**src/rtl/mid_pkg.sv**
```systemverilog
// ----------------------------------------------------------------------------
// mid_pkg
// Shared types, operation class codes and the branch-condition helper function of the decoder.
// ----------------------------------------------------------------------------
`default_nettype none

package mid_pkg;

  localparam int unsigned WORD_W  = 16;
  localparam int unsigned FLAGS_W = 4;
  localparam int unsigned CLASS_W = 6;
  localparam int unsigned OFFS_W  = 8;
  localparam int unsigned APB_AW  = 2;
  localparam int unsigned APB_DW  = 32;

  localparam logic [APB_AW-1:0] REG_FLOAT_EXT = 2'd0;
  localparam logic              FLOAT_EXT_RESET = 1'b1;

  localparam logic [CLASS_W-1:0] CLS_INVALID = 6'd0;
  localparam logic [CLASS_W-1:0] CLS_ADD     = 6'd6;
  localparam logic [CLASS_W-1:0] CLS_SUB     = 6'd7;
  localparam logic [CLASS_W-1:0] CLS_JSR     = 6'd8;
  localparam logic [CLASS_W-1:0] CLS_MUL     = 6'd9;
  localparam logic [CLASS_W-1:0] CLS_SOB     = 6'd14;
  localparam logic [CLASS_W-1:0] CLS_CLR     = 6'd15;
  localparam logic [CLASS_W-1:0] CLS_SXT     = 6'd27;
  localparam logic [CLASS_W-1:0] CLS_JMP     = 6'd28;
  localparam logic [CLASS_W-1:0] CLS_SWAB    = 6'd29;
  localparam logic [CLASS_W-1:0] CLS_MARK    = 6'd30;
  localparam logic [CLASS_W-1:0] CLS_MFPI    = 6'd31;
  localparam logic [CLASS_W-1:0] CLS_MTPI    = 6'd32;
  localparam logic [CLASS_W-1:0] CLS_RTS     = 6'd33;
  localparam logic [CLASS_W-1:0] CLS_BRANCH  = 6'd34;
  localparam logic [CLASS_W-1:0] CLS_TRAP    = 6'd35;
  localparam logic [CLASS_W-1:0] CLS_CC      = 6'd36;
  localparam logic [CLASS_W-1:0] CLS_HALT    = 6'd37;
  localparam logic [CLASS_W-1:0] CLS_WAIT    = 6'd38;
  localparam logic [CLASS_W-1:0] CLS_RTI     = 6'd39;
  localparam logic [CLASS_W-1:0] CLS_RESET   = 6'd40;
  localparam logic [CLASS_W-1:0] CLS_FLOAT   = 6'd41;

  localparam logic [CLASS_W-1:0] SOP_BIAS    = 6'd25;

  typedef struct packed {
    logic               grp_hit;
    logic [CLASS_W-1:0] grp_cls;
    logic               br_hit;
    logic               trap_hit;
    logic               cc_hit;
    logic               word_hit;
    logic [CLASS_W-1:0] word_cls;
    logic               float_hit;
  } predec_t;

  function automatic logic branch_cond(input logic [7:0] hb, input logic [FLAGS_W-1:0] f);
    logic n, z, v, c, res;
    n = f[3];
    z = f[2];
    v = f[1];
    c = f[0];
    unique case (hb)
      8'h01:   res = 1'b1;
      8'h02:   res = !z;
      8'h03:   res = z;
      8'h04:   res = !(n ^ v);
      8'h05:   res = n ^ v;
      8'h06:   res = !(n ^ v) && !z;
      8'h07:   res = (n ^ v) || z;
      8'h80:   res = !n;
      8'h81:   res = n;
      8'h82:   res = !c && !z;
      8'h83:   res = c || z;
      8'h84:   res = !v;
      8'h85:   res = v;
      8'h86:   res = !c;
      8'h87:   res = c;
      default: res = 1'b0;
    endcase
    return res;
  endfunction

endpackage

`default_nettype wire

```
**src/rtl/mid_if.sv**
```systemverilog
// ----------------------------------------------------------------------------
// mid_in_if / mid_out_if
// Valid/ready channels carrying decoder input and result items.
// ----------------------------------------------------------------------------
`default_nettype none

interface mid_in_if;
  logic                         valid;
  logic                         ready;
  logic [mid_pkg::WORD_W-1:0]   instruction_word;
  logic [mid_pkg::FLAGS_W-1:0]  cond_flags;

  modport source (output valid, output instruction_word, output cond_flags, input ready);
  modport sink   (input valid, input instruction_word, input cond_flags, output ready);
endinterface

interface mid_out_if;
  logic                          valid;
  logic                          ready;
  logic [mid_pkg::CLASS_W-1:0]   op_class;
  logic                          branch_taken;
  logic signed [mid_pkg::OFFS_W-1:0] branch_offset;
  logic                          flags_write;
  logic [mid_pkg::FLAGS_W-1:0]   new_flags;

  modport source (output valid, output op_class, output branch_taken, output branch_offset,
                  output flags_write, output new_flags, input ready);
  modport sink   (input valid, input op_class, input branch_taken, input branch_offset,
                  input flags_write, input new_flags, output ready);
endinterface

`default_nettype wire

```
**src/rtl/minicomputer_instruction_decoder.sv**
```systemverilog
// ----------------------------------------------------------------------------
// minicomputer_instruction_decoder
// Three-stage decode of a 16-bit instruction word into operation class,
// branch decision and condition-code update.
// ----------------------------------------------------------------------------
//  Channel   Direction  Handshake           Contents
//  in_ch     in         valid/ready         instruction_word, cond_flags
//  out_ch    out        valid/ready         op_class, branch_taken, branch_offset,
//                                           flags_write, new_flags
//  APB       in         psel/penable/pready float_ext_enable at address 0
//
// One item per cycle while the output is not stalled; an accepted item passes the
// input register, the group match register and the output register (priority and
// flag logic), and its result item is offered from the output register.
// Reset clears all stage valid bits and sets float_ext_enable to 1.
// A stalled output holds its item, and each stage loads only when it is empty
// or its successor moves, so nothing is lost or repeated.
// ----------------------------------------------------------------------------
`default_nettype none

module minicomputer_instruction_decoder #(
  parameter int unsigned APB_AW = mid_pkg::APB_AW
) (
  input  wire logic              clk,
  input  wire logic              rst,
  mid_in_if.sink                 in_ch,
  mid_out_if.source              out_ch,
  input  wire logic              psel,
  input  wire logic              penable,
  input  wire logic              pwrite,
  input  wire logic [APB_AW-1:0] paddr,
  input  wire logic [mid_pkg::APB_DW-1:0] pwdata,
  output logic [mid_pkg::APB_DW-1:0]      prdata,
  output logic                   pready
);

  logic float_ext_enable;

  logic                         v0, v1, v2;
  logic                         en0, en1, en2;
  logic [mid_pkg::WORD_W-1:0]   word0, word1;
  logic [mid_pkg::FLAGS_W-1:0]  flags0, flags1;
  mid_pkg::predec_t             pd_comb, pd1;

  logic [mid_pkg::CLASS_W-1:0]  cls_next;
  logic                         taken_next;
  logic [mid_pkg::OFFS_W-1:0]   offs_next;
  logic                         fw_next;
  logic [mid_pkg::FLAGS_W-1:0]  nf_next;

  assign pready = 1'b1;
  assign prdata = {{(mid_pkg::APB_DW-1){1'b0}}, float_ext_enable};

  always_ff @(posedge clk) begin
    if (rst) begin
      float_ext_enable <= mid_pkg::FLOAT_EXT_RESET;
    end else if (psel && penable && pwrite && pready &&
                 paddr == APB_AW'(mid_pkg::REG_FLOAT_EXT)) begin
      float_ext_enable <= pwdata[0];
    end
  end

  assign en2 = !v2 || out_ch.ready;
  assign en1 = !v1 || en2;
  assign en0 = !v0 || en1;
  assign in_ch.ready = en0;

  always_ff @(posedge clk) begin
    if (rst) begin
      v0 <= 1'b0;
      v1 <= 1'b0;
      v2 <= 1'b0;
    end else begin
      if (en0) v0 <= in_ch.valid;
      if (en1) v1 <= v0;
      if (en2) v2 <= v1;
    end
  end

  always_ff @(posedge clk) begin
    if (en0) begin
      word0  <= in_ch.instruction_word;
      flags0 <= in_ch.cond_flags;
    end
  end

  mid_predecode u_predecode (
    .word             (word0),
    .float_ext_enable (float_ext_enable),
    .pd               (pd_comb)
  );

  always_ff @(posedge clk) begin
    if (en1) begin
      word1  <= word0;
      flags1 <= flags0;
      pd1    <= pd_comb;
    end
  end

  always_comb begin
    taken_next = 1'b0;
    offs_next  = '0;
    fw_next    = 1'b0;
    nf_next    = flags1;
    priority if (pd1.grp_hit) begin
      cls_next = pd1.grp_cls;
    end else if (pd1.br_hit) begin
      cls_next   = mid_pkg::CLS_BRANCH;
      taken_next = mid_pkg::branch_cond(word1[15:8], flags1);
      offs_next  = word1[7:0];
    end else if (pd1.trap_hit) begin
      cls_next = mid_pkg::CLS_TRAP;
    end else if (pd1.cc_hit) begin
      cls_next = mid_pkg::CLS_CC;
      fw_next  = 1'b1;
      nf_next  = word1[4] ? (flags1 | word1[3:0]) : (flags1 & ~word1[3:0]);
    end else if (pd1.word_hit) begin
      cls_next = pd1.word_cls;
    end else if (pd1.float_hit) begin
      cls_next = mid_pkg::CLS_FLOAT;
    end else begin
      cls_next = mid_pkg::CLS_INVALID;
    end
  end

  always_ff @(posedge clk) begin
    if (en2) begin
      out_ch.op_class      <= cls_next;
      out_ch.branch_taken  <= taken_next;
      out_ch.branch_offset <= offs_next;
      out_ch.flags_write   <= fw_next;
      out_ch.new_flags     <= nf_next;
    end
  end

  assign out_ch.valid = v2;

endmodule

`default_nettype wire

```
**src/rtl/mid_predecode.sv**
```systemverilog
// ----------------------------------------------------------------------------
// mid_predecode
// Matches an instruction word against every opcode group in parallel.
// ----------------------------------------------------------------------------
`default_nettype none

module mid_predecode (
  input  wire logic [mid_pkg::WORD_W-1:0] word,
  input  wire logic                       float_ext_enable,
  output mid_pkg::predec_t                pd
);

  logic [2:0] top3;
  logic [3:0] top4;
  logic [6:0] g9;
  logic [8:0] g6;
  logic [9:0] m6;
  logic [7:0] hb;

  assign top3 = word[14:12];
  assign top4 = word[15:12];
  assign g9   = word[15:9];
  assign g6   = word[14:6];
  assign m6   = word[15:6];
  assign hb   = word[15:8];

  always_comb begin
    pd = '0;
    priority if (top3 >= 3'd1 && top3 <= 3'd5) begin
      pd.grp_hit = 1'b1;
      pd.grp_cls = {3'b000, top3};
    end else if (top4 == 4'o06) begin
      pd.grp_hit = 1'b1;
      pd.grp_cls = mid_pkg::CLS_ADD;
    end else if (top4 == 4'o16) begin
      pd.grp_hit = 1'b1;
      pd.grp_cls = mid_pkg::CLS_SUB;
    end else if (g9 == 7'o004) begin
      pd.grp_hit = 1'b1;
      pd.grp_cls = mid_pkg::CLS_JSR;
    end else if (g9 >= 7'o070 && g9 <= 7'o074) begin
      pd.grp_hit = 1'b1;
      pd.grp_cls = mid_pkg::CLS_MUL + {3'b000, g9[2:0]};
    end else if (g9 == 7'o077) begin
      pd.grp_hit = 1'b1;
      pd.grp_cls = mid_pkg::CLS_SOB;
    end else if (g6 >= 9'o050 && g6 <= 9'o063) begin
      pd.grp_hit = 1'b1;
      pd.grp_cls = g6[5:0] - mid_pkg::SOP_BIAS;
    end else if (g6 == 9'o067) begin
      pd.grp_hit = 1'b1;
      pd.grp_cls = mid_pkg::CLS_SXT;
    end else if (m6 == 10'o0001) begin
      pd.grp_hit = 1'b1;
      pd.grp_cls = mid_pkg::CLS_JMP;
    end else if (m6 == 10'o0003) begin
      pd.grp_hit = 1'b1;
      pd.grp_cls = mid_pkg::CLS_SWAB;
    end else if (m6 == 10'o0064) begin
      pd.grp_hit = 1'b1;
      pd.grp_cls = mid_pkg::CLS_MARK;
    end else if (m6 == 10'o0065) begin
      pd.grp_hit = 1'b1;
      pd.grp_cls = mid_pkg::CLS_MFPI;
    end else if (m6 == 10'o0066) begin
      pd.grp_hit = 1'b1;
      pd.grp_cls = mid_pkg::CLS_MTPI;
    end else if (word[15:3] == 13'o00020) begin
      pd.grp_hit = 1'b1;
      pd.grp_cls = mid_pkg::CLS_RTS;
    end else begin
      pd.grp_hit = 1'b0;
    end

    pd.br_hit   = (hb >= 8'h01 && hb <= 8'h07) || (hb >= 8'h80 && hb <= 8'h87);
    pd.trap_hit = (g9 == 7'o104) || (word == 16'd3) || (word == 16'd4);
    pd.cc_hit   = (word[15:5] == 11'o0005);

    pd.word_hit = 1'b1;
    unique case (word)
      16'd0:   pd.word_cls = mid_pkg::CLS_HALT;
      16'd1:   pd.word_cls = mid_pkg::CLS_WAIT;
      16'd2:   pd.word_cls = mid_pkg::CLS_RTI;
      16'd5:   pd.word_cls = mid_pkg::CLS_RESET;
      16'd6:   pd.word_cls = mid_pkg::CLS_RTI;
      default: begin
        pd.word_hit = 1'b0;
        pd.word_cls = mid_pkg::CLS_INVALID;
      end
    endcase

    pd.float_hit = float_ext_enable &&
                   (word == 16'o170001 || word == 16'o170002 ||
                    word == 16'o170011 || word == 16'o170012);
  end

endmodule

`default_nettype wire

```
**src/flat_wrapper.sv**
```systemverilog
// flat-port wrapper written by rule: the top's interface ports become plain ports
module minicomputer_instruction_decoder_flat 
#(
  parameter int unsigned APB_AW = mid_pkg::APB_AW
)
  (clk, rst, psel, penable, pwrite, paddr, pwdata, prdata, pready, in_ch_valid, in_ch_instruction_word, in_ch_cond_flags, in_ch_ready, out_ch_valid, out_ch_op_class, out_ch_branch_taken, out_ch_branch_offset, out_ch_flags_write, out_ch_new_flags, out_ch_ready);
  mid_in_if in_ch_i ();
  mid_out_if out_ch_i ();
  input  wire logic clk;
  input  wire logic rst;
  input  wire logic psel;
  input  wire logic penable;
  input  wire logic pwrite;
  input  wire logic [APB_AW-1:0] paddr;
  input  wire logic [mid_pkg::APB_DW-1:0] pwdata;
  output logic [mid_pkg::APB_DW-1:0] prdata;
  output logic pready;
  input wire logic [$bits(in_ch_i.valid)-1:0] in_ch_valid;
  input wire logic [$bits(in_ch_i.instruction_word)-1:0] in_ch_instruction_word;
  input wire logic [$bits(in_ch_i.cond_flags)-1:0] in_ch_cond_flags;
  output wire logic [$bits(in_ch_i.ready)-1:0] in_ch_ready;
  output wire logic [$bits(out_ch_i.valid)-1:0] out_ch_valid;
  output wire logic [$bits(out_ch_i.op_class)-1:0] out_ch_op_class;
  output wire logic [$bits(out_ch_i.branch_taken)-1:0] out_ch_branch_taken;
  output wire logic [$bits(out_ch_i.branch_offset)-1:0] out_ch_branch_offset;
  output wire logic [$bits(out_ch_i.flags_write)-1:0] out_ch_flags_write;
  output wire logic [$bits(out_ch_i.new_flags)-1:0] out_ch_new_flags;
  input wire logic [$bits(out_ch_i.ready)-1:0] out_ch_ready;
  assign in_ch_i.valid = in_ch_valid;
  assign in_ch_i.instruction_word = in_ch_instruction_word;
  assign in_ch_i.cond_flags = in_ch_cond_flags;
  assign in_ch_ready = in_ch_i.ready;
  assign out_ch_valid = out_ch_i.valid;
  assign out_ch_op_class = out_ch_i.op_class;
  assign out_ch_branch_taken = out_ch_i.branch_taken;
  assign out_ch_branch_offset = out_ch_i.branch_offset;
  assign out_ch_flags_write = out_ch_i.flags_write;
  assign out_ch_new_flags = out_ch_i.new_flags;
  assign out_ch_i.ready = out_ch_ready;
  minicomputer_instruction_decoder #(.APB_AW(APB_AW)) u_core (.clk(clk), .rst(rst), .in_ch(in_ch_i), .out_ch(out_ch_i), .psel(psel), .penable(penable), .pwrite(pwrite), .paddr(paddr), .pwdata(pwdata), .prdata(prdata), .pready(pready));
endmodule
```
**config.mk**
```make
export PLATFORM = sky130hd
export DESIGN_NAME = minicomputer_instruction_decoder_flat
export DESIGN_NICKNAME = d
export VERILOG_FILES = /design/src/rtl/mid_pkg.sv /design/src/rtl/mid_if.sv /design/src/rtl/minicomputer_instruction_decoder.sv /design/src/rtl/mid_predecode.sv /design/src/flat_wrapper.sv
export SDC_FILE = /design/constraint.sdc
export NUM_CORES = 1
export LEC_CHECK = 0
export BUFFER_PORTS_ARGS = -buffer_cell sky130_fd_sc_hd__buf_2
export CAP_MARGIN = 15
export CORE_MARGIN = 4
export CORE_UTILIZATION = 50
export CTS_CLUSTER_DIAMETER = 100
export DETAILED_ROUTE_END_ITERATION = 16
export PLACE_DENSITY_LB_ADDON = 0.25
export SLEW_MARGIN = 20
export SYNTH_ARGS = -nofsm -noshare
export SYNTH_HDL_FRONTEND = slang
export SYNTH_SLANG_ARGS = --single-unit
```
**constraint.sdc**
```tcl
create_clock -name clk -period 5.3 [get_ports clk]
set_input_delay 0.53 -clock clk [delete_from_list [all_inputs] [get_ports clk]]
set_output_delay 0.53 -clock clk [all_outputs]
set_load 0.02 [all_outputs]
```
Word-level counts from Yosys, hierarchy flattened. Cells that the tools add are included.

Logic and storage cells: 147. Flip-flop bits (word level): 82. Output and inout port bits: 55. Input bits: 61.

Muxes and demuxes: 30. $lt $le $gt $ge: 10. Add/subtract/negate cells: 2. Bitwise logic cells: 5. Reductions and logical operators: 39. Equal/unequal tests: 38.

Operator list (number): $mux 6 (16); $eq 16x16->1 const B (4); $eq 8x8->1 const B (8); $eq 16x3->1 const B (3); $eq 16x2->1 const B (2); $eq 8x3->1 const B (4); $eq 10x6->1 const B (3); $mux 4 (6); $pmux 6 s4 (1); $eq 16x1->1 const B (1); $eq 8x2->1 const B (2); $logic_not 16->1 (1); $pmux 1 s15 (1); $eq 13x5->1 const B (1); $reduce_or 13->1 (1); $eq 11x3->1 const B (1); $logic_and 1x1->1 (11); $logic_or 1x1->1 (11); $eq 10x1->1 const B (1); $eq 10x2->1 const B (1); $eq 9x6->1 const B (1); $ge 9x6->1 const B (1); $le 9x6->1 const B (1); $mux 3 (3); other kinds (28) (39).

Logic depth before layout (Yosys ltp). Gate-level depths: netlist of run 1.

Word-level depth: 15. Mapped depth: 9. Mapped depth without buffers: 7.

Hierarchy. A second synthesis of run 1 with hierarchy kept.

Cell total of the unflattened synthesis: 344. Area, all modules: 4115.2 µm².

Modules (own cells, without submodules): minicomputer_instruction_decoder (area an instance 3206.8 µm², instances 1, sequential area each 2422.3 µm², cells each 204); mid_predecode (area an instance 908.4 µm², instances 1, sequential area each 0.0 µm², cells each 140).

Worst setup path before layout of run 1. No wires, ideal clock.

Kind: register to register. Start: register u_core.word0[9] (netlist name). End: register u_core.pd1[16] (netlist name), data pin. Clock period less this slack: 2.207 ns. Stages on the path, launching flop included: 10. Path buffers: 2. Arrival: 2.061 ns. Setup time: 0.146 ns. Data required time: 5.154 ns. Slack: 3.093 ns. Cell sequence: edfxtp_1 buf_2 inv_1 ha_1 nand3_1 a32o_1 and4_4 buf_6 or4_1 a21oi_1.

Longest elaborated chain between the ends: 11. Elaborated cells on any way between the ends: 27. Those cells by class: add/sub (1); order compare (4); eq/ne (9); mux (10); reduce/logical (3).

Ends and longest elaborated chain: start, declared (line minicomputer_instruction_decoder.sv:41) `logic [mid_pkg::WORD_W-1:0] word0, word1;`; start signal, assigned (line minicomputer_instruction_decoder.sv:82) `word0 <= in_ch.instruction_word;`; $eq 13x5->1 (line mid_predecode.sv:68) `end else if (word[15:3] == 13'o00020) begin`; $mux 6 (line mid_predecode.sv:68); $mux 6 (line mid_predecode.sv:65) `end else if (m6 == 10'o0066) begin`; $mux 6 (line mid_predecode.sv:62) `end else if (m6 == 10'o0065) begin`; $mux 6 (line mid_predecode.sv:59) `end else if (m6 == 10'o0064) begin`; $mux 6 (line mid_predecode.sv:56) `end else if (m6 == 10'o0003) begin`; $mux 6 (line mid_predecode.sv:53) `end else if (m6 == 10'o0001) begin`; $mux 6 (line mid_predecode.sv:50) `end else if (g6 == 9'o067) begin`; $mux 6 (line mid_predecode.sv:47) `end else if (g6 >= 9'o050 && g6 <= 9'o063) begin`; $mux 6 (line mid_predecode.sv:44) `end else if (g9 == 7'o077) begin`; $mux 6 (line mid_predecode.sv:41) `end else if (g9 >= 7'o070 && g9 <= 7'o074) begin`; end signal, assigned (line minicomputer_instruction_decoder.sv:97) `pd1 <= pd_comb;`; end, declared (line minicomputer_instruction_decoder.sv:43) `mid_pkg::predec_t pd_comb, pd1;`.

Several ways; a longest one is shown, not always the timed one. A chain may end at the register's enable or synchronous reset.

Worst setup path after layout of run 1. Ends and elaborated chain as after synthesis.

==> impl_metrics.yaml, run 1 <==
place:
  place.port_buffers: 52
  gp_congestion: 0.887
  place_inst: 462
  dp_hpwl_mm: 5.15
global_routing:
  grt_max_degree: 38
  grt-ovfl-total: 0
  grt_pass1_vias: 2307
  grt_use_total: 0.157
  grt_pass1_wl_mm: 11.5
  antenna_found_initial: 0
setup_path:
  regToRegStartpoint: "u_core.word0[9]"
  startpoint: "u_core.word0[9]"
  cp_cell_sequence: "inv_1 -> ha_1 -> nor4b_1 -> nand4_1 -> o21a_1 -> or4_1 -> a21oi_1"
  cp-start-kind: "flip-flop"
  worstPathMaxFanout: 12
  cp_data_required_time_ns: 5.48
  path_class: "flip-flop to flip-flop"
  arrival_ns: 2.67
  cp_slowest_cell: "edfxtp_1"
  critical_path.max_stage_delay_ns: 0.59
  end_kind: "flip-flop"
synthesis:
  synthTopCellsByArea: "edfxtp_1 59%, buf_4 6.3%, ha_1 3.2%"
  syn_area_um2: 3940
  seq_area_frac_synth: 0.608
  synth_warnings: 0
  synth-seq-cells: 81
  yosysTopAreaCellShare: 0.587
  synth.most_common_cell: "edfxtp_1"
  syn_inst: 321
  ys.flop_type: "edfxtp_1"
  synth_edf_count: 77
  syn_area_per_cell_um2: 12.3
  synth_common_cells: "77 x edfxtp_1, 33 x buf_4, 26 x nand2_1, 19 x a21oi_1, 19 x nor2_1"
  synth_cell_types: 58
  async_flop_share: 0
  yosys.area.top_type: "edfxtp_1"
cts:
  clk_latency_ns: 0.35
  htree_levels: 3
  cts_tree: "done"
  clock_tree.buffer_depth: 2
  clk_pin_slew_worst_paths_ns: 0.08
  cts_buffers: 9
  cts_root_buffer: "clkbuf_8"
  cts_setup_buffers: 0
  clock_sinks: 81
  cts_hold_buf: 0
  cts_resized: 0
pwr:
  sw_frac_of_total: 0.229
  p_leak_nw: 1.78
  intPower_mw: 1.06
  pwr-share-seq: 0.551
  ir_drop_v: 0.000199
  netSwitchingPower_mw: 0.316
  power_frac_clock: 0.374
  power.total_mw: 1.37
  p_per_area_nw_per_um2: 314
  pwr-share-comb: 0.075
die:
  die_h_um: 96.7
  rows: 32
  num_io_pins: 116
  initial_utilization: 0.512
  die-area_um2: 9360
  coreArea_um2: 7690
  die_x_um: 96.7
final_layout:
  nFillCells: 639
  final_cell_count_no_fill: 478
  drive_gt1_frac: 0.210
  area_growth_pct: 11.2
  final_core_util: 0.570
  num_antenna_cells: 0
  nets: 442
timing:
  layout_min_cycle_time_ns: 2.49
  report.final.slew_viol_count: 0
  timing.final.crit_share: 0.469
  hold_viol_final: 0
  fmax_ghz: 0.402
  setup_viol: 0
  slew_headroom: 0.506
  rsz0062_at_grt: "false"
  worst_slew_pin_slew_ns: 0.739
  clock_skew_ns: 0.0106
  tns_ns: 0
detailed_routing:
  drt_iter0_drc: 113
  firstDrtPassIters: 5
  drcViolationCount: 0
  drt-total-wl_mm: 7.10
  vias: 2434
  ant_nets: 0
  vias_per_cell: 5.09
  avgRoutedWirePerCell_um: 14.8
status:
  outcome: "finished, final reports clean"
hold_path:
  worstHoldStart: "in_ch_instruction_word[10]"
  hold_path.class: "primary input to flip-flop"
flow_run:
  max-cap-violations: 0
-- sequential cells by signal (all words and copies together) (netlist names) --
signal and flops:
u_core.out_ch.new_flags 4, u_core.out_ch.branch_offset 8, u_core.flags0 4, u_core.float_ext_enable 1
u_core.word0 16, u_core.pd1 17, u_core.v1 1, u_core.out_ch.flags_write 1
u_core.v0 1, u_core.out_ch.valid 1, u_core.word1 16, u_core.out_ch.op_class 6
u_core.flags1 4, u_core.out_ch.branch_taken 1
-- power groups by stage --
stage | combinational [mW] | sequential (mW) | clock [mW]
3_5_place_dp | 0.102 | 0.772 | 0
2_1_floorplan | 0.0904 | 0.767 | 0
4_1_cts | 0.103 | 0.758 | 0.523
5_1_grt | 0.113 | 0.763 | 0.555
6_report | 0.103 | 0.758 | 0.514
3_3_place_gp | 0.101 | 0.771 | 0
-- critical path, delay by kind of cell (launching register included) --
| kind | cells | cell delay [ns] |
|---|---|---|
| adders and majority gates | 1 | 0.24 |
| buffers and inverters | 1 | 0.22 |
| DFF | 1 | 0.59 |
| and+or+nand+nor | 3 | 0.92 |
| AOI/OAI and AO/OA | 2 | 0.35 |
-- cell type report --
class / instances / area (um2) / area share
clock buffers: 11 / 151 / 0.0346
inverters: 13 / 48.8 / 0.0111
clock inverters: 5 / 85.1 / 0.0194
well taps: 102 / 128 / 0.0291
multi-input cells: 212 / 1300 / 0.297
repair buffers: 54 / 275 / 0.0629
flip-flops and latches: 81 / 2390 / 0.546
-- layout by cell type (no fill, tap or decap), types with 3 or more instances in the layout --
cell / n
edfxtp_1: 77
nor2_1: 19
o21ai_0: 7
o31ai_1: 5
clkbuf_8: 11
nor3_1: 7
or3_1: 3
mux2i_1: 3
xnor2_1: 3
nand3_1: 6
xor2_1: 3
nand4_1: 3
nand2_1: 26
conb_1: 32
o21ai_1: 3
dfxtp_1: 4
inv_1: 13
nor2b_1: 3
and2_1: 11
a21oi_1: 19
nand2b_1: 6
buf_2: 52
mux2_2: 3
ha_1: 10
-- metrics by stage --
step           worst slack, ns  cell area (um2)  hold WS, ns
2_1_floorplan             3.09             4050        0.400
3_3_place_gp              2.86             4140        0.403
3_5_place_dp              2.89             4140        0.405
4_1_cts                   2.85             4380        0.336
5_1_grt                   2.63             4380        0.331
6_report                  2.81             4380        0.351
-- layer usage --
| layer | GRT usage | up-vias | part of all wire |
|---|---|---|---|
| met5 | 0 | - | 0 |
| met1 | 0.199 | 1132 | 0.43 |
| met4 | 0.0583 | 0 | 0.013 |
| met3 | 0.0389 | 11 | 0.064 |
| met2 | 0.259 | 83 | 0.49 |
| li1 | - | 1208 | - |
-- worst paths after layout --
kind / endpoint / slack (ns) / cells past startpoint
max: u_core.pd1[16] / 2.81 / 7
min: u_core.word0[10] / 0.35 / 1
max reg2reg: u_core.pd1[16] / 2.81 / 7
min reg2reg: u_core.flags1[2] / 0.42 / 0
-- cells by family (layout without fill, tap and decap cells) --
kind of cell | Yosys count | in the layout | share of synthesized area
compound gates | 55 | 55 | 0.0890
xor+xnor | 6 | 6 | 0.0133
fa+ha+maj | 10 | 10 | 0.0318
buf+inv | 58 | 83 | 0.0912
flops | 81 | 81 | 0.608
mux | 9 | 9 | 0.0276
other cells | 2 | 32 | 0.00191
simple gates | 100 | 100 | 0.138
No activity file was read; power rests on OpenSTA's default activity.
==> run 2: changes to the inputs <==
- clock period: 5.3 -> 2.3 ns (I/O delays scaled with it)
==> run 2 against run 1 <==
  * Final cell count grew 2.9%
  * Global-route usage shrank 0.15 points
  * First-iteration DRC count grew 11%
  * Largest power group unchanged
  * Core utilization grew 0.98 points
  * Via count grew 1.9%
  * Cell area grew 1.7%
  * Hold slack lost 0.30 ns
  * Sequential share of layout area shrank 0.92 points
  * Non-clock buffer count grew 15
  * Critical path depth shrank 2
  * Sequential power grew 130%
==> impl_metrics.yaml, run 2 (synthesis results as in run 1) <==
timing:
  report.final.slew_viol_count: 0
  finalWorstSetupSlack_ns: 0.163
  fmax_ghz: 0.468
  slew_headroom: 0.519
  tns_ns: 0
  timing.final.crit_share: 0.929
  worst_slew_pin_slew_ns: 0.721
  layout_min_cycle_time_ns: 2.14
  rsz0062_at_grt: "true"
  setup_viol: 0
  clock_skew_ns: 0.0114
  hold_viol_final: 0
place:
  pre_cts_ws_ns: 0.129
  dp_hpwl_mm: 5.42
  gp_congestion: 0.852
  place.port_buffers: 52
  place_area_um2: 4260
detailed_routing:
  drt-total-wl_mm: 7.13
  drt_iter0_drc: 125
  drcViolationCount: 0
  ant_nets: 0
  avgRoutedWirePerCell_um: 14.5
  firstDrtPassIters: 4
  vias_per_cell: 5.04
  vias: 2480
setup_path:
  critical_path.max_stage_delay_ns: 0.59
  regToRegStartpoint: "u_core.word0[8]"
  cp-start-kind: "flip-flop"
  cp_data_required_time_ns: 2.47
  cp_cell_sequence: "nor4_4 -> a22oi_1 -> a21oi_1 -> or3b_1 -> a21oi_1"
  arrival_ns: 2.31
  cp_slowest_cell: "edfxtp_1"
  worst_path_most_repeated_cell: "a21oi_1"
  end_kind: "flip-flop"
  startpoint: "u_core.word0[8]"
  worstPathMaxFanout: 11
  path_class: "flip-flop to flip-flop"
final_layout:
  num_antenna_cells: 0
  final_core_util: 0.579
  nets: 457
  top_register: "u_core.pd1"
  final_common_cell: "edfxtp_1"
  largest_reg_flops: 17
  area_growth_pct: 13.1
  layout_common_cells: "77 x edfxtp_1, 52 x buf_2, 32 x conb_1"
  largestRegisters: "u_core.pd1 x17, u_core.word0 x16, u_core.word1 x16"
  drive_gt1_frac: 0.238
  fin_area_um2: 4450
cts:
  clk_latency_ns: 0.35
  cts_buffers: 9
  cts_resized: 0
  htree_levels: 3
  cts_setup_buffers: 0
  cts_hold_buf: 0
  cts_root_buffer: "clkbuf_8"
  clock_tree.buffer_depth: 2
  clk_pin_slew_worst_paths_ns: 0.08
  clock_sinks: 81
  cts_tree: "done"
pwr:
  p_per_area_nw_per_um2: 670
  p_leak_nw: 1.83
  power.total_mw: 2.99
  ir_drop_v: 0.000382
global_routing:
  grt_pass1_vias: 2395
  grt_max_degree: 38
  grt_use_met3: 0.0324
  top_usage_layer: "met2"
  grt_pass1_wl_mm: 11.5
  grt_use_total: 0.155
  grt_use_met2: 0.265
  antenna_found_initial: 0
  gr-usage-met1: 0.186
  grt-ovfl-total: 0
die:
  die_h_um: 96.7
  die_x_um: 96.7
  initial_utilization: 0.512
  num_io_pins: 116
  rows: 32
  coreArea_um2: 7690
  die-area_um2: 9360
status:
  outcome: "finished, final reports clean"
hold_path:
  hold_path.class: "primary input to flip-flop"
  worstHoldStart: "in_ch_instruction_word[6]"
flow_run:
  max-cap-violations: 0
[run 2: path summary, 6_finish.rpt]
path | endpoint | slack [ns] | cells past startpoint
max | u_core.pd1[13] | 0.16 | 5
min | u_core.word0[6] | 0.05 | 1
max reg2reg | u_core.pd1[13] | 0.16 | 5
min reg2reg | u_core.flags1[3] | 0.43 | 0
[run 2: stage by stage]
| stage | hold WS, ns | instances |
|---|---|---|
| finish | 0.0516 | 492 |
| global route | 0.0367 | 492 |
| CTS | 0.0408 | 492 |
| detailed placement | 0.408 | 477 |
| global placement | 0.404 | 477 |
| floorplan | 0.302 | 351 |
[run 2: critical path, delay by kind of cell (launching register included)]
kind,cells,cell delay [ns]
AOI/OAI and AO/OA,3,0.57
and+or+nand+nor,2,0.81
DFF,1,0.59
[run 2: layout make-up]
class,count,area (um2)
inverters,13,48.8
flip-flops and latches,81,2390
clock buffers,10,128
fillers,652,3230
repair buffers,69,388
multi-input cells,212,1310
well taps,102,128
clock inverters,5,56.3
[run 2: per-layer routing]
metal | part of all wire | up-vias
li1 | - | 1227
met1 | 0.42 | 1158
met2 | 0.50 | 84
met3 | 0.056 | 11
met4 | 0.020 | 0
met5 | 0 | -
[run 2: power breakdown]
group / switching [mW] / internal, mW
Sequential: 0.0501 / 1.68
Combinational: 0.173 / 0.103
Clock: 0.486 / 0.496
Total: 0.708 / 2.28
